$ cat config.mk
export PLATFORM = sky130hd
export DESIGN_NAME = dpqm_queue
export DESIGN_NICKNAME = d
export VERILOG_FILES = /design/src/dpqm_pkg.sv /design/src/dpqm_queue.sv
export SDC_FILE = /design/constraint.sdc
export NUM_CORES = 1
export LEC_CHECK = 0
export BUFFER_PORTS_ARGS = -buffer_cell sky130_fd_sc_hd__buf_4
export CAP_MARGIN = 20
export CORE_MARGIN = 5
export CORE_UTILIZATION = 35
export CTS_BUF_LIST = sky130_fd_sc_hd__clkbuf_16
export CTS_CLUSTER_DIAMETER = 100
export DETAILED_ROUTE_END_ITERATION = 10
export SYNTH_ARGS = -nofsm -noshare
export SYNTH_HDL_FRONTEND = slang
export SYNTH_SLANG_ARGS = --single-unit
export TNS_END_PERCENT = 50
$ cat constraint.sdc
create_clock -name clk -period 13.7 [get_ports clk]
set_clock_uncertainty 0.05 [all_clocks]
set_input_delay 0.685 -clock clk [delete_from_list [all_inputs] [get_ports clk]]
set_output_delay 0.685 -clock clk [all_outputs]
set_load 0.02 [all_outputs]
$ cat src/dpqm_pkg.sv
// Package for the dual-axis PID quad mixer: shared types, register codes,
// reset values and fixed-point constants. No dependencies.
`timescale 1ns / 1ps

package dpqm_pkg;

  // Configuration register indexes, in port order.
  typedef enum logic [2:0] {
    REG_ROLL_P   = 3'd0,
    REG_ROLL_I   = 3'd1,
    REG_ROLL_D   = 3'd2,
    REG_PITCH_P  = 3'd3,
    REG_PITCH_I  = 3'd4,
    REG_PITCH_D  = 3'd5,
    REG_INT_CAP  = 3'd6,
    REG_MIN_THR  = 3'd7
  } cfg_reg_t;

  localparam logic [15:0] RST_P_GAIN  = 16'd2304;
  localparam logic [15:0] RST_I_GAIN  = 16'd20;
  localparam logic [15:0] RST_D_GAIN  = 16'd26;
  localparam logic [9:0]  RST_INT_CAP = 10'd256;
  localparam logic [10:0] RST_MIN_THR = 11'd40;

  // Near-zero window: 10*t^2 < 256 gives |t| <= 5, a^2 < 7680 gives |a| <= 87.
  localparam logic signed [12:0] TARGET_QUIET_MAX = 13'sd5;
  localparam logic signed [12:0] ANGLE_QUIET_MAX  = 13'sd87;

  // Largest integral magnitude: cap 1023 output units at 9 fraction bits.
  localparam logic signed [19:0] INTEG_BOUND = 20'sd523776;

  typedef struct packed {
    logic [15:0] roll_p;
    logic [15:0] roll_i;
    logic [15:0] roll_d;
    logic [15:0] pitch_p;
    logic [15:0] pitch_i;
    logic [15:0] pitch_d;
    logic [9:0]  int_cap;
    logic [10:0] min_thr;
  } cfg_t;

  typedef enum logic [1:0] {
    INTEG_HOLD  = 2'd0,
    INTEG_CLEAR = 2'd1,
    INTEG_ACCUM = 2'd2
  } integ_op_t;

  // Per-axis products: p_term in Q.12 output units, i_step in Q.9, d_term in Q.8.
  typedef struct packed {
    logic signed [30:0] p_term;
    logic signed [27:0] i_step;
    logic signed [32:0] d_term;
  } axis_terms_t;

  // One classified item handed from front to back.
  typedef struct packed {
    axis_terms_t roll;
    axis_terms_t pitch;
    integ_op_t   op;
    logic        motor_en;
    logic [10:0] thr;
    logic [9:0]  lim;
  } work_t;

  typedef struct packed {
    logic full;
    logic empty;
  } queue_stat_t;

  typedef struct packed {
    logic signed [19:0] roll_integ;
    logic signed [19:0] pitch_integ;
  } back_stat_t;

endpackage

$ cat src/dpqm_queue.sv
// Short FIFO of classified items between front and back ends.
// Depends on dpqm_pkg.
`timescale 1ns / 1ps

module dpqm_queue #(
  parameter int DEPTH = 2
) (
  input  logic                  clk,
  input  logic                  rst_n,
  input  logic                  push,
  input  dpqm_pkg::work_t       push_data,
  input  logic                  pop,
  output dpqm_pkg::work_t       head,
  output dpqm_pkg::queue_stat_t q_stat
);

  localparam int PTR_W = (DEPTH > 1) ? $clog2(DEPTH) : 1;
  localparam int CNT_W = $clog2(DEPTH + 1);

  dpqm_pkg::work_t  entry_r [DEPTH];
  logic [PTR_W-1:0] wr_ptr_r, rd_ptr_r;
  logic [CNT_W-1:0] count_r;

  assign head         = entry_r[rd_ptr_r];
  assign q_stat.full  = (count_r == CNT_W'(DEPTH));
  assign q_stat.empty = (count_r == '0);

  always_ff @(posedge clk) begin
    if (!rst_n) begin
      wr_ptr_r <= '0;
      rd_ptr_r <= '0;
      count_r  <= '0;
    end else begin
      if (push) begin
        wr_ptr_r <= (wr_ptr_r == PTR_W'(DEPTH - 1)) ? '0 : wr_ptr_r + 1'b1;
      end
      if (pop) begin
        rd_ptr_r <= (rd_ptr_r == PTR_W'(DEPTH - 1)) ? '0 : rd_ptr_r + 1'b1;
      end
      if (push && !pop) begin
        count_r <= count_r + 1'b1;
      end else if (pop && !push) begin
        count_r <= count_r - 1'b1;
      end
    end
  end

  always_ff @(posedge clk) begin
    if (push) begin
      entry_r[wr_ptr_r] <= push_data;
    end
  end

endmodule

# Yosys cells after proc, flatten, opt, wreduce, memory -nomap -nowiden
# Memories as Yosys holds them, arrays and structs flattened. A register that Yosys moved wholly into a read port is not among the register bits.
# Index checks and enable logic that the tools add are counted.
op_classes:
  add_sub_neg: 4
  n_eq_ne: 1
  mux: 8
  n_reduce_logical: 6
op_table:
  columns: ["operator", "count"]
  rows:
  - ["1-bit 2-to-1 mux", 6]
  - ["2-bit 2-to-1 mux", 2]
  - ["1-bit adder, second input constant", 2]
  - ["2-bit by 1-bit adder with 2-bit output, second input constant", 1]
  - ["2-bit == test, second input constant", 1]
  - ["1-bit logical AND", 2]
  - ["1-bit zero test", 2]
  - ["2-bit zero test", 1]
  - ["2-bit nonzero test", 1]
  - ["2-bit by 1-bit subtractor with 2-bit output, second input constant", 1]
totals:
  register_bits: 4
  mem_bits_rw: 416
  input_bits: 212
  n_memories: 1
memory_table:
  columns: ["memory", "depth", "width", "rd", "rd_clocked_by_memory_dff", "wr", "line", "rtl"]
  rows:
  - ["entry_r", 2, 208, 1, 1, 1, "dpqm_queue.sv:20", "dpqm_pkg::work_t entry_r [DEPTH];"]

# Longest topological paths before layout
logic_depth:
  ltp_word: 4
  mapped_depth: 5
  depth_no_buf: 5

# Worst setup path after synthesis
# No wires, ideal clock.
synth_path:
  path_kind: "input to register"
  start: "input port push"
  end: "register wr_ptr_r"
  setup_ps: 101
  arrival_ps: 10403
  t_required_ps: 13549
  path_slack_ps: 3147
  stages: 2
  cell_sequence: "nor2b_1 o21a_1"
synth_rtl:
  columns: ["item", "line", "rtl"]
  rows:
  - ["start, declared", "dpqm_queue.sv:10", "input logic push,"]
  - ["end signal, assigned", "dpqm_queue.sv:35", "wr_ptr_r <= (wr_ptr_r == PTR_W'(DEPTH - 1)) ? '0 : wr_ptr_r + 1'b1;"]
  - ["end, declared", "dpqm_queue.sv:21", "logic [PTR_W-1:0] wr_ptr_r, rd_ptr_r;"]

==> results.md <==
- # resized after CTS: 0
- Vias in the first global route: a little over 8,000
- Number of synthesized register bits: between 400 and 500
- Nets: 1,336
- Synthesized Nets: about 880
- Post-route cell area: roughly 0.021 sq mm
- Worst-path fanout max: 55
- Comb power frac: between 10% and 20%
- Reg-to-reg slack, setup: between 10 and 15 ns
- RSZ-0062 raised after global routing: no
- Reg2reg end: entry_r[0][131]
- Worst r2r path cells: 3
- Final setup vio count: 0
- Hold Path Class: in2reg
- Slew HR: approximately 29%
- Yosys cell types: 17
- CTS root buffer: clkbuf_16
- Worst Min Path Start: push_data[34]
- Clk_lat worst skew: ~0.54 ns
- CP Capture Type: output port
- Initial Util: a little over a third
- Worst slew pin tran: between 1 and 1.5 ns
- I/O Pins: between 400 and 500
- Fmax: 234 MHz
- Slowest cell on crit path: dfxtp_4
- PortBufs: around 420
- WL per Instance: approximately 20 um
- Hold_buf cts: 0
- Lkg Pwr: about 8.0 nW
- Final hold viol count: 0
- Max clock buf depth: 3
- Synth top cells by count: edfxtp_1, mux2_2, mux2_4, buf_6, buf_2
- Routability congestion estimate: about 0.75
- Post-DP HPWL: 23,700 um
- Synth area leaders: edfxtp_1, mux2_4, mux2_2, buf_6, dfxtp_1
- H-tree Lvls: 2
- Core area: approximately 0.044 sq mm
- Antenna diodes: 0
- Synthesized instance count: between 600 and 700
- Largest net degree at the start of global routing: 75
- Critical Path AT: between 3 and 4 ns
- Yosys warns: 0
- Critical Path Most Common Cell: buf_4
- Status: finished clean
- Die area: a little under 0.05 sq mm
- Slowest stage delay, CP: roughly 0.85 ns
- Final WL: ~35,000 um
- Post-CTS setup repair buffer count: 0
- PD cells: around 150 mW/mm^2
- Die width: approximately 220 um
- CTS tree: yes
- Clock power frac: a little under two fifths
- CP cell instances: buf_4, buf_4, mux2_4, buf_4
- Drt via density: approximately 4.4
- Post-DP Area: between 0.015 and 0.02 sq mm
- Syn-to-layout area delta: 33.2%
- DRT iter0 DRCs: 514
- Count leader, synth: edfxtp_1
- Total track usage: a little over an eighth
- Critical path launch point type: register
- Cell total after placement: between 1,500 and 2,000
- Syn Std Cell Area: between 0.015 and 0.02 sq mm
- Async SR Flop Fraction: 0%
- Setup TNS Final: 0 ns
- Grt total ovfl: 0
- Final-report max-slew violation count: 0
- Tcrit/Tclk final: a little under a third
- Top FF cell, synth: edfxtp_1
- Number of remaining DRC errors: 0
- Drt pass-1 iters: 4
- Final antenna-violating net count: 0
- Critical path's top delay family: buffers and inverters
- Max_cap viols: 0
- CP required: 12.97 ns
- Worst vdd ir: about 0.093 mV
- Reg power frac: around half
- Final min period: between 4 and 5 ns
- Sw frac: roughly 23%
- Post-synthesis sequential area ratio: roughly four fifths
- Crit path buffers/inverters: 3
- Reg-to-reg startpoint: wr_ptr_r
- Die Height: 221 um
- WHS: ~0.27 ns
- Row count: 77
- Initial antenna violation count: 0
- First-pass GRT wire length: approximately 51,000 um
- Share of the synthesized area in the top cell type: 79.9%
- Worst-path clk slew: around 0.060 ns
- Hold EP: entry_r[1][34]
- Layout cells sized above 1: between 60% and 70%
- Area leader, netlist: edfxtp_1
- Crit Path Class: reg2out
- Non-Filler Instances: 1,748
- Post-synth EDFFs: between 400 and 500
- Net switching power figure: between 0.0006 and 0.0007 W
- Internal: 0.00237 W
- Vias: approximately 7,800
- Mapped Avg Cell Area: between 20 and 25 sq um
- Hold depth: 1
- Number of clock sinks: around 420
- Total CTS buffers: 45
worst reg2reg max path: stages (launching register included):
cell and delay, ns:
dfxtp_1 0.35, nor2b_4 0.72, buf_4 0.64, buf_4 0.82
kinds of logic (layout without fill, tap and decap cells):
kind of cell,Yosys count,count (layout),share of synthesized area (%)
flops,421,421,80.5
fa+ha+maj,1,1,0.0800
simple gates,9,9,0.344
xor+xnor,3,3,0.168
buf+inv,24,511,1.36
mux,208,208,17.4
compound gates,3,3,0.128
through the flow:
| step | utilization [%] | total power [W] | setup slack (ns) |
|---|---|---|---|
| 2_1_floorplan | - | 0.00179 | 3.15 |
| 3_3_place_gp | 43.9 | 0.00195 | 10.00 |
| 3_5_place_dp | 43.9 | 0.00196 | 9.97 |
| 4_1_cts | 47.0 | 0.00311 | 9.37 |
| 5_1_grt | 47.1 | 0.00320 | 9.26 |
| 6_report | 47.1 | 0.00306 | 9.43 |
per-layer routing:
layer	vias up	GRT usage, %	share of wire [%]
li1	3570	-	-
met1	3837	16.7	40
met2	307	21.9	48
met3	59	5.50	9.3
met4	0	4.64	2.8
met5	-	0	0
sequential cells by signal (all words and copies together) (netlist names), named ones only:
register / flops
rd_ptr_r: 1
count_r: 2
entry_r: 416
wr_ptr_r: 1
how the worst max path moves through the flow:
stage	end	slack [ns]	depth (start not counted)
finish	head[126]	9.43	4
CTS	head[139]	9.37	4
detailed placement	head[139]	9.97	4
global placement	head[83]	10.00	4
floorplan	wr_ptr_r	3.15	2
global route	head[153]	9.26	4
placed cells by master, fill, tap and decap left out, drive strengths merged, types with 2 or more instances in the layout:
| cell | count |
|---|---|
| bufinv | 4 |
| inv | 9 |
| xor2 | 2 |
| edfxtp | 416 |
| clkinv | 21 |
| clkinvlp | 2 |
| buf | 430 |
| and2 | 4 |
| clkbuf | 45 |
| nor2b | 3 |
| dfxtp | 5 |
| mux2 | 208 |
final cells by class:
cell class                 instances  area, sq um
fill                            3778        23400
sequential                       421        12600
timing repair buffer             430         3250
multi-input combinational        224         2840
clock buffer                      45         1130
tap                              592          741
clock inverter                    35          270
inverter                           1         3.75
power groups by stage:
stage | Sequential (W) | Combinational, W | Clock, W
after floorplan | 0.00155 | 0.000240 | 0
after global placement | 0.00154 | 0.000412 | 0
after detailed placement | 0.00154 | 0.000417 | 0
after CTS | 0.00151 | 0.000418 | 0.00118
after global routing | 0.00152 | 0.000435 | 0.00124
final | 0.00151 | 0.000410 | 0.00114
Power figures use the tool's default switching activity.
