File: src/dpqm_pkg.sv
// Package for the dual-axis PID quad mixer: shared types, register codes,
// reset values and fixed-point constants. No dependencies.
`timescale 1ns / 1ps

package dpqm_pkg;

  // Configuration register indexes, in port order.
  typedef enum logic [2:0] {
    REG_ROLL_P   = 3'd0,
    REG_ROLL_I   = 3'd1,
    REG_ROLL_D   = 3'd2,
    REG_PITCH_P  = 3'd3,
    REG_PITCH_I  = 3'd4,
    REG_PITCH_D  = 3'd5,
    REG_INT_CAP  = 3'd6,
    REG_MIN_THR  = 3'd7
  } cfg_reg_t;

  localparam logic [15:0] RST_P_GAIN  = 16'd2304;
  localparam logic [15:0] RST_I_GAIN  = 16'd20;
  localparam logic [15:0] RST_D_GAIN  = 16'd26;
  localparam logic [9:0]  RST_INT_CAP = 10'd256;
  localparam logic [10:0] RST_MIN_THR = 11'd40;

  // Near-zero window: 10*t^2 < 256 gives |t| <= 5, a^2 < 7680 gives |a| <= 87.
  localparam logic signed [12:0] TARGET_QUIET_MAX = 13'sd5;
  localparam logic signed [12:0] ANGLE_QUIET_MAX  = 13'sd87;

  // Largest integral magnitude: cap 1023 output units at 9 fraction bits.
  localparam logic signed [19:0] INTEG_BOUND = 20'sd523776;

  typedef struct packed {
    logic [15:0] roll_p;
    logic [15:0] roll_i;
    logic [15:0] roll_d;
    logic [15:0] pitch_p;
    logic [15:0] pitch_i;
    logic [15:0] pitch_d;
    logic [9:0]  int_cap;
    logic [10:0] min_thr;
  } cfg_t;

  typedef enum logic [1:0] {
    INTEG_HOLD  = 2'd0,
    INTEG_CLEAR = 2'd1,
    INTEG_ACCUM = 2'd2
  } integ_op_t;

  // Per-axis products: p_term in Q.12 output units, i_step in Q.9, d_term in Q.8.
  typedef struct packed {
    logic signed [30:0] p_term;
    logic signed [27:0] i_step;
    logic signed [32:0] d_term;
  } axis_terms_t;

  // One classified item handed from front to back.
  typedef struct packed {
    axis_terms_t roll;
    axis_terms_t pitch;
    integ_op_t   op;
    logic        motor_en;
    logic [10:0] thr;
    logic [9:0]  lim;
  } work_t;

  typedef struct packed {
    logic full;
    logic empty;
  } queue_stat_t;

  typedef struct packed {
    logic signed [19:0] roll_integ;
    logic signed [19:0] pitch_integ;
  } back_stat_t;

endpackage

File: src/dpqm_front.sv
// Front end: accepts sensor items, classifies them against the throttle and
// near-zero window, and forms the gain products. Depends on dpqm_pkg.
`timescale 1ns / 1ps

module dpqm_front (
  input  logic                  clk,
  input  logic                  rst_n,
  input  dpqm_pkg::cfg_t        cfg,
  input  logic                  in_tvalid,
  output logic                  in_tready,
  input  logic [95:0]           in_tdata,
  input  dpqm_pkg::queue_stat_t q_stat,
  output logic                  push,
  output dpqm_pkg::work_t       push_data
);

  logic signed [12:0] ra, pa, rt, pt;
  logic signed [15:0] rr, pr;
  logic [10:0]        thr;
  logic signed [13:0] re, pe;
  logic               quiet;
  logic [9:0]         half_thr;
  logic signed [30:0] rp_prod, ri_prod, pp_prod, pi_prod;
  logic signed [32:0] rd_prod, pd_prod;
  dpqm_pkg::work_t    work_nxt;
  dpqm_pkg::work_t    work_r;
  logic               valid_r;
  logic               advance;

  assign ra  = in_tdata[12:0];
  assign pa  = in_tdata[25:13];
  assign rt  = in_tdata[38:26];
  assign pt  = in_tdata[51:39];
  assign rr  = in_tdata[67:52];
  assign pr  = in_tdata[83:68];
  assign thr = in_tdata[94:84];

  assign re = 14'(ra) + 14'(rt);
  assign pe = 14'(pa) + 14'(pt);

  assign quiet = (rt >= -dpqm_pkg::TARGET_QUIET_MAX) && (rt <= dpqm_pkg::TARGET_QUIET_MAX) &&
                 (pt >= -dpqm_pkg::TARGET_QUIET_MAX) && (pt <= dpqm_pkg::TARGET_QUIET_MAX) &&
                 (ra >= -dpqm_pkg::ANGLE_QUIET_MAX)  && (ra <= dpqm_pkg::ANGLE_QUIET_MAX)  &&
                 (pa >= -dpqm_pkg::ANGLE_QUIET_MAX)  && (pa <= dpqm_pkg::ANGLE_QUIET_MAX);

  assign half_thr = thr[10:1];

  assign rp_prod = $signed({1'b0, cfg.roll_p}) * re;
  assign ri_prod = $signed({1'b0, cfg.roll_i}) * re;
  assign rd_prod = $signed({1'b0, cfg.roll_d}) * rr;
  assign pp_prod = $signed({1'b0, cfg.pitch_p}) * pe;
  assign pi_prod = $signed({1'b0, cfg.pitch_i}) * pe;
  assign pd_prod = $signed({1'b0, cfg.pitch_d}) * pr;

  always_comb begin
    work_nxt.roll.p_term  = rp_prod;
    work_nxt.roll.i_step  = ri_prod[30:3];   // floor(I*e/8)
    work_nxt.roll.d_term  = rd_prod;
    work_nxt.pitch.p_term = pp_prod;
    work_nxt.pitch.i_step = pi_prod[30:3];
    work_nxt.pitch.d_term = pd_prod;
    work_nxt.motor_en     = thr > cfg.min_thr;
    work_nxt.thr          = thr;
    work_nxt.lim          = (half_thr > cfg.int_cap) ? cfg.int_cap : half_thr;
    priority if (thr < cfg.min_thr) begin
      work_nxt.op = dpqm_pkg::INTEG_CLEAR;
    end else if (quiet && (thr > cfg.min_thr)) begin
      work_nxt.op = dpqm_pkg::INTEG_ACCUM;
    end else begin
      work_nxt.op = dpqm_pkg::INTEG_HOLD;
    end
  end

  // Hold the staged item until the queue has room.
  assign advance   = !valid_r || !q_stat.full;
  assign in_tready = advance;
  assign push      = valid_r && !q_stat.full;
  assign push_data = work_r;

  always_ff @(posedge clk) begin
    if (!rst_n) begin
      valid_r <= 1'b0;
    end else if (advance) begin
      valid_r <= in_tvalid;
    end
  end

  always_ff @(posedge clk) begin
    if (advance && in_tvalid) begin
      work_r <= work_nxt;
    end
  end

endmodule

File: config.mk
export PLATFORM = sky130hd
export DESIGN_NAME = dpqm_front
export DESIGN_NICKNAME = d
export VERILOG_FILES = /design/src/dpqm_pkg.sv /design/src/dpqm_front.sv
export SDC_FILE = /design/constraint.sdc
export NUM_CORES = 2
export LEC_CHECK = 0
export BUFFER_PORTS_ARGS = -buffer_cell sky130_fd_sc_hd__buf_2
export CORE_AREA = 5 5 375 285
export CTS_CLUSTER_DIAMETER = 100
export DETAILED_ROUTE_END_ITERATION = 7
export DIE_AREA = 0 0 380 290
export PLACE_DENSITY_LB_ADDON = 0.08
export SYNTH_ARGS = -nofsm -noshare
export SYNTH_HDL_FRONTEND = slang
export SYNTH_SLANG_ARGS = --single-unit
File: constraint.sdc
create_clock -name clk -period 8.4 [get_ports clk]
set_input_delay 0.84 -clock clk [delete_from_list [all_inputs] [get_ports clk]]
set_output_delay 0.84 -clock clk [all_outputs]
set_load 0.1 [all_outputs]
* Word level (Yosys, flattened, before mapping) *
Index checks and enable logic that the tools add are counted.
Widths: inputs -> output; s select.

word-level totals
  input port bits = 218
  word-level logic and storage cells = 45
  register bits = 209
  output and inout port bits = 210

cells by class
  reduce and logical (&&, ||, !) cells = 13
  multipliers = 6
  multiplexer cells = 2
  order comparisons = 11
  add/sub/neg operators = 2

operator list
  kind                 number
  $mul 17x14->31       4
  $mul 17x16->33       2
  $add 13x13->14       2
  $ge 13x4->1 const B  2
  $ge 13x8->1 const B  2
  $le 13x4->1 const B  2
  $le 13x8->1 const B  2
  $gt 11x11->1         1
  $lt 11x11->1         1
  $gt 10x10->1         1
  $logic_and 1x1->1    10
  $mux 10              1
  $logic_not 1->1      2
  $mux 2               1
  $logic_or 1x1->1     1

* Logic depth before layout (Yosys ltp) *
  depth in word-level cells = 10
  depth in mapped cells = 32
  gate-level depth less buffers = 30

* Worst setup path after synthesis *
Ideal clock, no wire load.

  path kind = input to register
  start point = input in_tdata[13]
  end point = register work_r (netlist bit push_data[108]) (data pin)
  data required time = 8135 ps
  data arrival time = 7864 ps
  path slack = 270 ps
  path buffers = 2
  stages = 29
  setup time = 265 ps
  cell sequence = ha_1 fa_1 a21o_1 a21oi_1 o21ai_1 a211oi_1 nor3b_1 or2_2 xor2_1 clkbuf_1 nand2_1 fa_1 fa_1 fa_1 inv_1 fa_1 fa_1 inv_1 fa_1 inv_1 ha_1 clkbuf_1 a21o_1 a21oi_1 a21boi_1 o31a_1 or4b_1 mux2i_1 nand2_1

on the way
  word-level cells in the longest chain between the ends = 2

ends and longest elaborated chain
  element                line              RTL
  start, declared        dpqm_front.sv:11  input logic [95:0] in_tdata,
  $add 13x13->14         dpqm_front.sv:39  assign pe = 14'(pa) + 14'(pt);
  $mul 17x14->31         dpqm_front.sv:51  assign pp_prod = $signed({1'b0, cfg.pitch_p}) * pe;
  named net pp_prod[23]  dpqm_front.sv:23  logic signed [30:0] rp_prod, ri_prod, pp_prod, pi_prod;
  end signal, assigned   dpqm_front.sv:90  work_r <= work_nxt;
  end, declared          dpqm_front.sv:26  dpqm_pkg::work_t work_r;

The timed path passes the listed nets, and every way through them passes these cells.
A chain may end at the register's enable or synchronous reset.

* Worst setup path in the final report *
  start point = input in_tdata[0]
  end point = register work_r (netlist bit push_data[205]) (data pin)

on the way
  word-level cells in the longest chain between the ends = 2

ends and longest elaborated chain
  element                line              RTL
  $add 13x13->14         dpqm_front.sv:38  assign re = 14'(ra) + 14'(rt);
  $mul 17x14->31         dpqm_front.sv:48  assign rp_prod = $signed({1'b0, cfg.roll_p}) * re;
  named net rp_prod[28]  dpqm_front.sv:23

The timed path passes the listed nets, and every way through them passes these cells.

==> impl_metrics.ini <==
[critical_path]
crit_type = input pin to flip-flop
cp-end-kind = flip-flop
reg2reg_depth = 3
r2r_slack_ns = 6.38
crit_path_frequent_cell = fa_1
slowest_delay_ns = 0.55
cp.required_ns = 8.74
path_delay_family = adder cells
start_kind = input pin
crit_fanout = 6
worstPathArrival_ns = 8.37
reg2reg_to = push_data[171]$_DFFE_PP_
reg2reg_from = valid_r$_SDFFE_PN0N_
path_buf_inv = 4
slowest_stage = fa_1

[timing]
max_freq_mhz = 125
slew_headroom_pct = 27.3
rsz0062_at_grt = false
setup_violations = 0
final_max_slew_viol_count = 0
period_share_pct = 95.6
finalClockSkew_ns = 0.00993
hold_viol_final = 0
min_period_ns = 8.03
tightest_slew_ns = 1.09

[yosys]
synth_common_cells = inv_1, fa_1, nand2_1
syn_avg_cell_area_um2 = 9.29
dominantRegCellSynth = edfxtp_1
synth_area_leaders = fa_1, ha_1, edfxtp_1
yosys.area.top_type = fa_1
yosys.area.top_type_share_pct = 37.6
ys_seq_area_share_pct = 11.2
synth.cell_area_mm2 = 0.0562
ys_ff_latch = 209
syn_inst = 6046
ys_types = 71
synth_edf_count = 208
yosysWarnings = 0
syn_nets = 8053
synth-async-reset-ratio_pct = 0
yosysMostFrequentCell = inv_1

[clock_tree]
cts_sinks = 209
clkLatencyLatePin_ns = 0.62
clockBufferDepth = 3
numCtsBuffers = 29
clockRootBuffer = clkbuf_16
clk_pin_slew_ns = 0.06
htreeDepth = 1
cts_tree = built

[detailed_routing]
postRouteAntennaNets = 0
vias = 41900
wl_um = 141000
drtIter0Drc = 2688
post-route-drc-count = 0
drtPass1Iterations = 5
vias_per_cell = 5.35
wl_per_cell_um = 18.0

[finish]
final_core_util_pct = 60.3
drive_gt1_share_pct = 11.0
syn_to_final_growth_pct = 10.2
fin_cells = 7839
layout.nets = 8461

[flow_run]
maxCapViolations = 0

[floorplan]
rows = 102
die_area_mm2 = 0.110
die_w_um = 380
io-pin-count = 428
die_h_um = 290
core_area_mm2 = 0.103
start_util_pct = 54.7

[placement]
numPortBuffers = 425
dp.cells = 7775
place_hpwl_um = 117000
gp_congestion = 0.892

[worst_hold_path]
hold_depth = 2
min_to = valid_r$_SDFFE_PN0N_
hp-class = input pin to flip-flop
worstHoldStart = rst_n

[global_routing]
grt_remaining_overflow = 0
grt_max_degree = 124
grt_pass1_wl_um = 236000
grt_pass1_vias = 43900
antenna_found_initial = 13
grt_usage_pct = 26.3

[outcome]
run_status = finished, final reports clean
[what timing repair did]
| item | CTS | global route |
|---|---|---|
| resized for setup | 0 | 2 |
| buffers inserted | 0 | 0 |
| hold buffers | 0 | 0 |
| endpoints found under the setup margin | 0 | 2 |
[state kept, by name, summed over array words and instances, names as in the netlist]
| register | cells |
|---|---|
| push_data | 208 |
| valid_r | 1 |
[worst reg2reg max path, stage by stage, from the launching register on]
cell	delay, ns
dfxtp_1	0.31
nand2_1	0.08
and2_4	0.49
buf_12	0.58
[kinds of logic after synthesis]
family	after synthesis	share of synthesized area [%]
AOI/OAI and AO/OA	539	6.38
xor gates and xnor gates	178	2.78
and+or+nand+nor	1809	15.5
muxes	7	0.129
DFF	209	11.2
adders and majority gates	1789	54.0
buffers and inverters	1515	10.1
[layer usage]
| metal | GRT usage (%) | up-vias | routed length, um |
|---|---|---|---|
| li1 | - | 19400 | - |
| met1 | 39.8 | 21100 | 65600 |
| met2 | 39.9 | 1273 | 61900 |
| met3 | 5.25 | 113 | 11500 |
| met4 | 4.59 | 2 | 2400 |
| met5 | 0 | - | 19 |
[through the flow]
stage                     worst slack, ns  instance area, um2  hold slack [ns]  setup TNS [ns]
after floorplan                     0.270               56200            0.487               0
after global placement             -0.110               60900            0.508          -0.701
after detailed placement           -0.230               60900            0.507           -1.29
after CTS                           0.413               61800            0.364               0
after global routing               0.0417               61900            0.391               0
final                               0.372               61900            0.424               0
[worst max path at each step]
stage	from	endpoint	depth (start not counted)
4_1_cts	in_tdata[0]	push_data[205]$_DFFE_PP_	29
3_5_place_dp	in_tdata[0]	push_data[205]$_DFFE_PP_	29
2_1_floorplan	in_tdata[13]	push_data[108]$_DFFE_PP_	29
3_3_place_gp	in_tdata[13]	push_data[113]$_DFFE_PP_	31
6_report	in_tdata[0]	push_data[205]$_DFFE_PP_	29
5_1_grt	in_tdata[0]	push_data[205]$_DFFE_PP_	30
[area by class of cell]
type	instances	area, um2
Timing Repair Buffer	613	3730
Clock inverter	18	211
Clock buffer	36	752
Antenna cell	10	25.0
Sequential cell	209	6270
Inverter	1279	4800
Multi-Input combinational cell	4322	44400
Tap cell	1352	1690
Fill cell	9111	40700
[layout by cell type, fill, tap and decap left out, types with 29 or more instances in the layout]
| cell | instances |
|---|---|
| inv_1 | 1279 |
| fa_1 | 1054 |
| nand2_1 | 871 |
| ha_1 | 735 |
| and2_1 | 543 |
| buf_2 | 425 |
| edfxtp_1 | 208 |
| buf_4 | 173 |
| nor2_1 | 155 |
| a21oi_1 | 149 |
| xnor2_1 | 104 |
| a21o_1 | 97 |
| o21ai_0 | 76 |
| xor2_1 | 52 |
| nand3_1 | 43 |
| nand2b_1 | 40 |
| nor3_1 | 35 |
| o21a_1 | 29 |
| clkbuf_16 | 29 |
Power is left out: the tool's default activity adds up to more than one toggle a clock period on the data nets, which glitch-free logic cannot reach.
