`src/dpqm_pkg.sv`:
```
// Package for the dual-axis PID quad mixer: shared types, register codes,
// reset values and fixed-point constants. No dependencies.
`timescale 1ns / 1ps

package dpqm_pkg;

  // Configuration register indexes, in port order.
  typedef enum logic [2:0] {
    REG_ROLL_P   = 3'd0,
    REG_ROLL_I   = 3'd1,
    REG_ROLL_D   = 3'd2,
    REG_PITCH_P  = 3'd3,
    REG_PITCH_I  = 3'd4,
    REG_PITCH_D  = 3'd5,
    REG_INT_CAP  = 3'd6,
    REG_MIN_THR  = 3'd7
  } cfg_reg_t;

  localparam logic [15:0] RST_P_GAIN  = 16'd2304;
  localparam logic [15:0] RST_I_GAIN  = 16'd20;
  localparam logic [15:0] RST_D_GAIN  = 16'd26;
  localparam logic [9:0]  RST_INT_CAP = 10'd256;
  localparam logic [10:0] RST_MIN_THR = 11'd40;

  // Near-zero window: 10*t^2 < 256 gives |t| <= 5, a^2 < 7680 gives |a| <= 87.
  localparam logic signed [12:0] TARGET_QUIET_MAX = 13'sd5;
  localparam logic signed [12:0] ANGLE_QUIET_MAX  = 13'sd87;

  // Largest integral magnitude: cap 1023 output units at 9 fraction bits.
  localparam logic signed [19:0] INTEG_BOUND = 20'sd523776;

  typedef struct packed {
    logic [15:0] roll_p;
    logic [15:0] roll_i;
    logic [15:0] roll_d;
    logic [15:0] pitch_p;
    logic [15:0] pitch_i;
    logic [15:0] pitch_d;
    logic [9:0]  int_cap;
    logic [10:0] min_thr;
  } cfg_t;

  typedef enum logic [1:0] {
    INTEG_HOLD  = 2'd0,
    INTEG_CLEAR = 2'd1,
    INTEG_ACCUM = 2'd2
  } integ_op_t;

  // Per-axis products: p_term in Q.12 output units, i_step in Q.9, d_term in Q.8.
  typedef struct packed {
    logic signed [30:0] p_term;
    logic signed [27:0] i_step;
    logic signed [32:0] d_term;
  } axis_terms_t;

  // One classified item handed from front to back.
  typedef struct packed {
    axis_terms_t roll;
    axis_terms_t pitch;
    integ_op_t   op;
    logic        motor_en;
    logic [10:0] thr;
    logic [9:0]  lim;
  } work_t;

  typedef struct packed {
    logic full;
    logic empty;
  } queue_stat_t;

  typedef struct packed {
    logic signed [19:0] roll_integ;
    logic signed [19:0] pitch_integ;
  } back_stat_t;

endpackage

```
`src/dpqm_back.sv`:
```
// Back end: integral update, axis sums, X mixing and saturation, with the
// output register. Depends on dpqm_pkg.
`timescale 1ns / 1ps

module dpqm_back (
  input  logic                  clk,
  input  logic                  rst_n,
  input  dpqm_pkg::work_t       head,
  input  dpqm_pkg::queue_stat_t q_stat,
  output logic                  pop,
  output logic                  out_tvalid,
  input  logic                  out_tready,
  output logic [63:0]           out_tdata,
  output dpqm_pkg::back_stat_t  stat
);

  function automatic logic signed [19:0] integ_next(
    input logic signed [19:0] cur,
    input logic signed [27:0] step,
    input logic [9:0]         lim,
    input dpqm_pkg::integ_op_t op
  );
    logic signed [28:0] sum;
    logic signed [28:0] bound;
    logic signed [28:0] nbound;
    logic signed [19:0] res;
    sum    = 29'(cur) + 29'(step);
    bound  = $signed({10'd0, lim, 9'd0});
    nbound = -bound;
    unique case (op)
      dpqm_pkg::INTEG_CLEAR: res = '0;
      dpqm_pkg::INTEG_ACCUM: begin
        if (sum > bound) begin
          res = bound[19:0];
        end else if (sum < nbound) begin
          res = nbound[19:0];
        end else begin
          res = sum[19:0];
        end
      end
      default: res = cur;
    endcase
    return res;
  endfunction

  function automatic logic signed [37:0] axis_sum(
    input dpqm_pkg::axis_terms_t t,
    input logic signed [19:0]    integ
  );
    return 38'(t.p_term) + (38'(integ) <<< 3) + (38'(t.d_term) <<< 4);
  endfunction

  // base +/- a +/- b, divided by 4096 toward zero, saturated to 16 bits.
  function automatic logic [15:0] mix(
    input logic signed [39:0] base,
    input logic signed [37:0] a,
    input logic               a_neg,
    input logic signed [37:0] b,
    input logic               b_neg
  );
    logic signed [39:0] sa, sb, x, adj, q;
    logic [15:0] res;
    sa  = a_neg ? -40'(a) : 40'(a);
    sb  = b_neg ? -40'(b) : 40'(b);
    x   = base + sa + sb;
    adj = x + (x[39] ? 40'sd4095 : 40'sd0);
    q   = adj >>> 12;
    if (q > 40'sd32767) begin
      res = 16'h7FFF;
    end else if (q < -40'sd32768) begin
      res = 16'h8000;
    end else begin
      res = q[15:0];
    end
    return res;
  endfunction

  logic                  adv;
  logic                  s1_valid_r, s2_valid_r, out_valid_r;
  dpqm_pkg::axis_terms_t s1_roll_r, s1_pitch_r;
  logic [10:0]           s1_thr_r, s2_thr_r;
  logic                  s1_en_r, s2_en_r;
  logic signed [19:0]    roll_integ_r, pitch_integ_r;
  logic signed [37:0]    rout_r, pout_r;
  logic signed [39:0]    base;
  logic [63:0]           out_nxt;
  logic [63:0]           out_data_r;

  // The whole back end moves in lock step; stall it when the output holds.
  assign adv = !out_valid_r || out_tready;
  assign pop = adv && !q_stat.empty;

  assign stat.roll_integ  = roll_integ_r;
  assign stat.pitch_integ = pitch_integ_r;

  always_ff @(posedge clk) begin
    if (!rst_n) begin
      s1_valid_r    <= 1'b0;
      s2_valid_r    <= 1'b0;
      out_valid_r   <= 1'b0;
      roll_integ_r  <= '0;
      pitch_integ_r <= '0;
    end else begin
      if (adv) begin
        s1_valid_r  <= pop;
        s2_valid_r  <= s1_valid_r;
        out_valid_r <= s2_valid_r;
      end
      if (pop) begin
        roll_integ_r  <= integ_next(roll_integ_r, head.roll.i_step, head.lim, head.op);
        pitch_integ_r <= integ_next(pitch_integ_r, head.pitch.i_step, head.lim, head.op);
      end
    end
  end

  // Stage 2 reads the integrals the stage-1 item left; they only move on pop,
  // which also advances that item.
  always_ff @(posedge clk) begin
    if (adv) begin
      s1_roll_r  <= head.roll;
      s1_pitch_r <= head.pitch;
      s1_thr_r   <= head.thr;
      s1_en_r    <= head.motor_en;
      rout_r     <= axis_sum(s1_roll_r, roll_integ_r);
      pout_r     <= axis_sum(s1_pitch_r, pitch_integ_r);
      s2_thr_r   <= s1_thr_r;
      s2_en_r    <= s1_en_r;
      out_data_r <= out_nxt;
    end
  end

  assign base = $signed({17'd0, s2_thr_r, 12'd0});

  always_comb begin
    if (s2_en_r) begin
      out_nxt = {mix(base, rout_r, 1'b1, pout_r, 1'b0),
                 mix(base, rout_r, 1'b0, pout_r, 1'b0),
                 mix(base, rout_r, 1'b0, pout_r, 1'b1),
                 mix(base, rout_r, 1'b1, pout_r, 1'b1)};
    end else begin
      out_nxt = '0;
    end
  end

  assign out_tvalid = out_valid_r;
  assign out_tdata  = out_data_r;

endmodule

```
`config.mk`:
```
export PLATFORM = sky130hd
export DESIGN_NAME = dpqm_back
export DESIGN_NICKNAME = d
export VERILOG_FILES = /design/src/dpqm_pkg.sv /design/src/dpqm_back.sv
export SDC_FILE = /design/constraint.sdc
export NUM_CORES = 1
export LEC_CHECK = 0
export BUFFER_PORTS_ARGS = -buffer_cell sky130_fd_sc_hd__buf_2
export CAP_MARGIN = 20
export CORE_MARGIN = 4
export CORE_UTILIZATION = 55
export CTS_BUF_LIST = sky130_fd_sc_hd__clkbuf_4 sky130_fd_sc_hd__clkbuf_8
export DETAILED_ROUTE_END_ITERATION = 8
export PLACE_DENSITY = 0.75
export SLEW_MARGIN = 20
export SYNTH_ARGS = -nofsm -noshare
export SYNTH_HDL_FRONTEND = slang
export SYNTH_SLANG_ARGS = --single-unit
```
`constraint.sdc`:
```
create_clock -name clk -period 9.5 [get_ports clk]
set_input_delay 1.425 -clock clk [delete_from_list [all_inputs] [get_ports clk]]
set_output_delay 1.425 -clock clk [all_outputs]
set_load 0.02 [all_outputs]
```
Word-level counts from Yosys, hierarchy flattened
Cells that the tools add are included.
- register bits: 335
- bits of input ports: 213
- output and inout bits: 106
- logic and storage cells: 82
- add/sub/neg operators: 19
- $lt $le $gt $ge: 12
- equality and inequality tests: 2
- multiplexer cells: 18
- bitwise logic cells: 1
- reduce and logical (&&, ||, !) cells: 10
- operators by type and width (operator ; count):
    adder 40 x 13 -> 40 bit ; 4
    greater-than comparator 28 x 16 -> 1 bit, second input constant ; 4
    < comparator 28 x 16 -> 1 bit, second input constant ; 4
    2-to-1 mux 20 bit ; 4
    negator 38 -> 40 bit ; 2
    one-hot mux 20 bit (2 select lines) ; 2
    adder 32 x 37 -> 38 bit ; 2
    adder 31 x 23 -> 32 bit ; 2
    2-to-1 mux 16 bit ; 4
    2-to-1 mux 15 bit ; 4
    adder 20 x 28 -> 29 bit ; 2
    greater-than comparator 29 x 20 -> 1 bit ; 2
    < comparator 29 bit ; 2
    2-to-1 mux 12 bit ; 4
    adder 24 x 40 -> 40 bit ; 1
    adder 39 x 38 -> 40 bit ; 1
    adder 39 x 40 -> 40 bit ; 1
    adder 40 x 38 -> 40 bit ; 1
    adder 40 bit ; 1
    adder 24 x 38 -> 39 bit ; 1
    negator 19 -> 29 bit ; 1
    OR reduction 2 bit ; 4
    == test 2 x 1 -> 1 bit, second input constant ; 1
    == test 2 bit, second input constant ; 1
    6 further kinds ; 7

Depth between registers and ports, before layout
Gate-level depths: netlist (run 1).
- depth in word-level cells: 8
- mapped depth: 43
- gate-level depth less buffers: 42

Worst setup path before layout (run 1)
No wires, ideal clock.
- path type: register to register
- start point: reg rout_r[1]
- end point: reg out_data_r[48], in the netlist out_tdata[48] (data pin)
- setup time: 151 ps
- arrival time: 8019 ps
- required time: 9349 ps
- setup slack: 1330 ps
- cell stages (with the launch flop): 41
- path buffers: 2
- clock period less this slack: 8170 ps
- cell sequence: edfxtp_1 > inv_1 > ha_1 > nor4b_1 > and4_1 > o21a_1 > o21a_1 > o21ai_0 > a21boi_0 > o21ai_0 > a21oi_1 > o21ai_0 > a21oi_1 > o21a_1 > nor2_1 > o21bai_1 > nor2b_1 > xnor2_1 > [... 5 more ...] > a21o_1 > nand2b_1 > a21oi_1 > a21o_1 > o31a_1 > xnor2_2 > inv_1 > ha_1 > a21oi_1 > nor4bb_1 > nand2b_1 > a311o_1 > nand4_1 > xnor2_1 > or4_4 > o41a_4 > buf_6 > o22ai_2
- longest elaborated chain between the ends: 8
- elaborated cells on any way between the ends: 9
- those cells by class: 4 x add/sub; 2 x order compare; 3 x mux
- ends and longest elaborated chain (item ; RTL line ; source):
    start: declaration ; dpqm_back.sv:84 ; logic signed [37:0] rout_r, pout_r;
    start signal: assignment ; dpqm_back.sv:124 ; rout_r <= axis_sum(s1_roll_r, roll_integ_r);
    negator 38 -> 40 bit * ; dpqm_back.sv:63 ; sa = a_neg ? -40'(a) : 40'(a);
    adder 24 x 40 -> 40 bit * ; dpqm_back.sv:65 ; x = base + sa + sb;
    adder 40 x 38 -> 40 bit * ; dpqm_back.sv:65 ;
    2-to-1 mux 12 bit ; dpqm_back.sv:66 ; adj = x + (x[39] ? 40'sd4095 : 40'sd0);
    adder 40 x 13 -> 40 bit * ; dpqm_back.sv:66 ;
    < comparator 28 x 16 -> 1 bit ; dpqm_back.sv:70 ; end else if (q < -40'sd32768) begin
    2-to-1 mux 16 bit ; dpqm_back.sv:70 ;
    2-to-1 mux 15 bit * ; dpqm_back.sv:68 ; if (q > 40'sd32767) begin
    end signal: assignment ; dpqm_back.sv:128 ; out_data_r <= out_nxt;
    end: declaration ; dpqm_back.sv:87 ; logic [63:0] out_data_r;
Mark *: on every way between the ends. The rest lies on a longest branch, timed or not.
A chain may end at the register's enable or synchronous reset.

Final worst setup path (run 1)
- start point: reg rout_r[13]
- end point: reg out_data_r[26], in the netlist out_tdata[26] (data pin)
- longest elaborated chain between the ends: 7
- elaborated cells on any way between the ends: 8
- those cells by class: 3 x add/sub; 2 x order compare; 3 x mux
- ends and longest elaborated chain (item ; RTL line):
    adder 24 x 38 -> 39 bit * ; dpqm_back.sv:65
    adder 39 x 40 -> 40 bit * ; dpqm_back.sv:65
    2-to-1 mux 12 bit ; dpqm_back.sv:66
    adder 40 x 13 -> 40 bit * ; dpqm_back.sv:66
    < comparator 28 x 16 -> 1 bit ; dpqm_back.sv:70
    2-to-1 mux 16 bit ; dpqm_back.sv:70
    2-to-1 mux 15 bit * ; dpqm_back.sv:68
Marks and branches as above.

==> results of run 1 <==
==> flip-flops by register name, summed over array words and instances (netlist names) <==
| signal | flops |
|---|---|
| out_tvalid | 1 |
| pout_r | 38 |
| s1_en_r | 1 |
| out_tdata | 64 |
| rout_r | 38 |
| roll_integ_r | 20 |
| s1_pitch_r | 64 |
| pitch_integ_r | 20 |
| s2_en_r | 1 |
| s1_valid_r | 1 |
| s1_roll_r | 64 |
| s2_thr_r | 11 |
| s2_valid_r | 1 |
| s1_thr_r | 11 |
==> cell type report <==
class | instances | area [um^2]
multi-input combinational | 3256 | 24200
fill | 5354 | 23100
sequential | 335 | 9630
timing repair buffer | 403 | 2270
tap | 837 | 1050
clock buffer | 70 | 888
inverter | 165 | 627
clock inverter | 34 | 265
antenna | 4 | 10.0
==> worst paths after layout <==
check | startpoint | to | cells past startpoint
max reg2reg | rout_r[13] | out_tdata[26] | 46
min reg2reg | s1_thr_r[9] | s2_thr_r[9] | 0
max | rout_r[13] | out_tdata[26] | 46
min | s1_thr_r[9] | s2_thr_r[9] | 0
==> cell families after synthesis <==
kind of cell / Yosys count / share of synthesized area (%)
and+or+nand+nor: 1282 / 19.4
AOI/OAI and AO/OA: 1088 / 20.9
adders and majority gates: 452 / 17.9
xor gates and xnor gates: 395 / 10.0
DFF: 335 / 27.8
buffers and inverters: 248 / 2.80
muxes: 39 / 1.16
==> metal layers <==
| metal | GRT usage (%) | vias up |
|---|---|---|
| li1 | - | 15100 |
| met1 | 39.0 | 14600 |
| met2 | 48.9 | 1082 |
| met3 | 4.32 | 212 |
| met4 | 12.2 | 6 |
| met5 | 0 | - |
==> timing repair <==
action / CTS / global route
gates resized for setup: 0 / 14
buffers inserted: 0 / 1
setup endpoints to repair: 0 / 30
==> synth_stat cells, drive strengths merged (43+ instances only) <==
cell	number
o21ai	246
and2	50
xnor2	269
xor2	126
fa	75
dfxtp	43
nand2	269
nor2	271
a21oi	279
nor2b	66
o21a	73
inv	164
nor3	137
nor4	62
nand3	111
edfxtp	292
nand4	51
and3	51
nand2b	60
ha	377
a21o	124
clkbuf	70
==> per-stage QoR <==
step / utilization (%) / instance area (um^2) / worst slack [ns]
after floorplan: - / 34700 / 1.33
after global placement: 60.7 / 37700 / 0.640
after detailed placement: 60.7 / 37700 / 0.517
after CTS: 62.6 / 38800 / 0.445
after global routing: 62.7 / 38900 / -0.0168
final: 62.7 / 38900 / 0.544
==> cell usage in the layout (no fill, tap or decap), types with 32 or more instances in the layout <==
cell type and instances:
clkbuf_8 58, o21bai_1 32, xnor2_1 263, and3_1 50
xor2_1 126, buf_2 317, nor4_1 54, buf_4 83
a21oi_1 274, nor2b_1 64, fa_1 75, nor3_1 133
or3_1 37, inv_1 163, o21a_1 72, nor2_1 271
ha_1 377, nand3_1 111, dfxtp_1 41, nand2b_1 60
nand4_1 49, nand2_1 268, a21o_1 124, o21ai_0 220
a31oi_1 37, and2_1 47, a211oi_1 37, edfxtp_1 292
==> summary.txt, run 1 <==
STA
  • Slew HR: 27.1%
  • TNS Setup: 0 ns
  • Hold Fails Final Rpt: 0
  • Slew @ Worst Pin: 1.08 ns
  • Crit path time final: 8.96 ns
  • Tcrit/Tclk final: 94.3%
  • Final clock skew: 0.0458 ns
  • Slew Viols, Final: 0
  • Hold slack: 0.413 ns
  • F_max: 0.112 GHz
  • Final setup violation count: 0

Finish
  • Post-route insts no fill: 5104
  • Final nets: 4883
  • Layout cells sized above 1: 14.7%
  • Area Growth Syn to Fin: 12.2%

Placement
  • Placer congestion estimate: 1.02
  • Cells after DPL: 4995
  • IO buf count: 317
  • HPWL Detailed: 84.6 mm

Synth
  • Register area share after synthesis: 27.8%
  • Area leader, netlist: edfxtp_1
  • Leading post-synthesis cells by cell area: edfxtp_1 25%, ha_1 14%, xnor2_1 6.7%, fa_1 4.3%, a21oi_1 4.0%
  • Async S/R FF share, synth: 0%
  • Top cell type's share of synthesized area: 25.3%
  • EDFF count, synth: 292
  • Post-synthesis cell count: 3839
  • Most used DFF post-synth: edfxtp_1
  • Synth Register Bits: 335
  • Library cells used by synthesis: 120
  • Synthesized cell area: 34700 um^2
  • Warnings, synthesis: 0
  • Syn_nets: 4504
  • Syn_area_per_cell: 9.04 um^2

GRT
  • Largest net degree at the start of global routing: 85
  • Initial antenna violation count: 8
  • Remaining global-route overflow: 0
  • Vias in the first global route: 29500
  • GRT Total Usage: 29.5%
  • Global-route wire length before repair: 159 mm

Clocking
  • Worst skew pair latency: 0.67 ns
  • CTS root buf: clkbuf_8
  • Longest Clk Path Bufs: 3
  • Clk sink count: 335
  • Clock transition at path regs: 0.06 ns
  • CTS tree: yes
  • Total CTS buffers: 57
  • Hold Buf Count CTS: 0
  • H-tree levels: 2

Drt
  • Routed WL: 102 mm
  • Number of DRC markers in iteration 0: 2273
  • Post-route ant nets: 0
  • Vias per cell: 6.08
  • Met2 WL post-DR: 46.8 mm
  • Vias post-DR: 31000
  • Wire length on met3: 7.00 mm
  • Wirelength per Cell: 20.0 um
  • # DRC: 0
  • Drt pass-1 iters: 5
  • Max layer used: met5
  • Met1 wire length: 43.7 mm

Setup path
  • Startpoint types: flip-flop
  • CP max stage delay: 0.46 ns
  • Slowest-stage cell, CP: a2111o_1
  • WP buf/inv: 7
  • Critical Path Sink Type: flip-flop
  • Worst EP required: 9.90 ns
  • R2R Setup Slk: 0.54 ns
  • CP Class: flip-flop to flip-flop
  • Critical path fanouts, max: 15
  • Top cell family by delay on the critical path: compound AO/OA/AOI/OAI gates
  • Arr. time, crit path: 9.36 ns

Flow run
  • Max Cap Violations: 0

Hold path
  • Hold crit path type: flip-flop to flip-flop

Floorplanning
  • IO Pins: 319
  • Initial Utilization: 55.9%
  • Die Y: 259 um
  • DIE AREA: 67200 um^2
  • Row count: 91
  • Core box area: 62100 um^2
  • Chip width: 259 um

Outcome
  • Outcome: completed
Power of run 1 is left out: the tool's default activity adds up to more than one toggle a clock period on the data nets, which glitch-free logic cannot reach.
==> run 2: changes to the inputs <==
CELL_PAD_IN_SITES_DETAIL_PLACEMENT = 1   (was unset)
CELL_PAD_IN_SITES_GLOBAL_PLACEMENT = 2   (was unset)
CORE_UTILIZATION = 39   (was 55)
PLACE_DENSITY = unset   (was 0.75)
PLACE_DENSITY_LB_ADDON = 0.1   (was unset)
==> summary.txt, run 2 (same netlist as run 1, synthesis figures left out) <==
STA
  • Crit path time final: 8.81 ns
  • Final clock skew: 0.0462 ns
  • Slew HR: 29.3%
  • F_max: 0.113 GHz
  • Hold slack: 0.419 ns
  • Slew @ Worst Pin: 1.06 ns
  • Hold Fails Final Rpt: 0
  • Slew Viols, Final: 0
  • TNS Setup: 0 ns
  • Final setup violation count: 0
  • RSZ-0062 raised after global routing: no
  • Tcrit/Tclk final: 92.8%

Floorplanning
  • Row count: 109
  • IO Pins: 319
  • Core box area: 88400 um^2
  • Initial Utilization: 39.3%
  • Chip width: 306 um
  • Die Y: 306 um
  • DIE AREA: 93800 um^2

Drt
  • Routed WL: 124 mm
  • Drt pass-1 iters: 5
  • Vias per cell: 5.68
  • Post-route ant nets: 0
  • Number of DRC markers in iteration 0: 1525
  • # DRC: 0
  • Vias post-DR: 30900
  • Wirelength per Cell: 22.7 um

GRT
  • Largest net degree at the start of global routing: 142
  • Remaining global-route overflow: 0
  • Initial antenna violation count: 14
  • Vias in the first global route: 32000
  • GRT Total Usage: 25.7%
  • Global-route wire length before repair: 189 mm

Placement
  • IO buf count: 317
  • HPWL Detailed: 104 mm
  • Placer congestion estimate: 0.910

Setup path
  • Worst EP required: 9.98 ns
  • CP Class: flip-flop to flip-flop
  • Crit path depth: 44
  • Slowest-stage cell, CP: a2111o_1
  • Startpoint types: flip-flop
  • Critical Path Most Common Cell: a21oi_1
  • CP max stage delay: 0.44 ns
  • Top cell family by delay on the critical path: compound AO/OA/AOI/OAI gates
  • Arr. time, crit path: 9.29 ns
  • Critical Path Sink Type: flip-flop
  • Worst reg2reg path depth: 44
  • Critical path fanouts, max: 8
  • WP buf/inv: 5

Clocking
  • Total CTS buffers: 61
  • Worst skew pair latency: 0.77 ns
  • CTS tree: yes
  • CTS root buf: clkbuf_8
  • Clock transition at path regs: 0.06 ns
  • Hold Buf Count CTS: 0
  • Longest Clk Path Bufs: 3
  • H-tree levels: 2
  • Clk sink count: 335

Hold path
  • Worst hold stages: 0
  • Hold crit path type: flip-flop to flip-flop

Finish
  • Layout cells sized above 1: 14.8%
  • Area of the multi-input gates: 24200 um^2
  • Most frequent cells in the layout: 376 x ha_1, 317 x buf_2, 292 x edfxtp_1
  • Commonest non-fill, non-tap cell in the layout: ha_1
  • Register area: 9630 um^2
  • Fillcell total: 10400
  • Final nets: 4883
  • Area Growth Syn to Fin: 13.9%

Flow run
  • Max Cap Violations: 0

Outcome
  • Outcome: completed
-- run 2: worst paths after layout --
| path | start | endpoint | slack (ns) |
|---|---|---|---|
| worst max register to register | s2_thr_r[1] | out_tdata[28] | 0.69 |
| worst min-delay path | s1_en_r | s2_en_r | 0.42 |
| worst min register to register | s1_en_r | s2_en_r | 0.42 |
| worst max-delay path | s2_thr_r[1] | out_tdata[28] | 0.69 |
-- run 2: cell type report --
cell class                 count  share of cell area [%]
clock buffer                  75                    2.45
sequential                   335                    24.4
multi-input combinational   3256                    61.2
antenna                       10                  0.0633
tap                         1165                    3.69
inverter                     165                    1.59
clock inverter                39                   0.981
timing repair buffer         399                    5.64
-- run 2: worst reg2reg max path: cells and delay by family (launching register included) --
family	cells	cell delay (ns)
multiplexers	1	0.30
AO/OA/AOI/OAI	23	3.76
buffers and inverters	5	0.78
AND/OR/NAND/NOR	10	1.81
XOR/XNOR	2	0.35
adder cells (fa/ha/maj)	3	1.14
flip-flops	1	0.42
-- run 2: what timing repair did --
action                                  CTS  global route
hold endpoints to repair                  0             0
endpoints found under the setup margin    0            45
setup buffers                             0             3
resized for setup                         0            18
-- run 2: layer usage --
layer	routed length, um	up-vias	global-route usage, %
li1	-	15100	-
met4	3680	6	6.91
met5	36	-	0
met2	60200	547	45.3
met3	4750	143	3.52
met1	55200	15100	33.1
-- run 2: stage by stage --
| stage | worst slack [ns] | cell area [um^2] | util [%] | instances |
|---|---|---|---|---|
| finish | 0.688 | 39500 | 44.7 | 5444 |
| global route | 0.0107 | 39500 | 44.7 | 5443 |
| CTS | 0.376 | 39400 | 44.6 | 5431 |
| detailed placement | 0.453 | 38000 | 43.0 | 5317 |
| global placement | 0.553 | 38000 | 43.0 | 5317 |
| floorplan | 1.33 | 34700 | - | 3839 |
Power of run 2 is left out for the same reason.
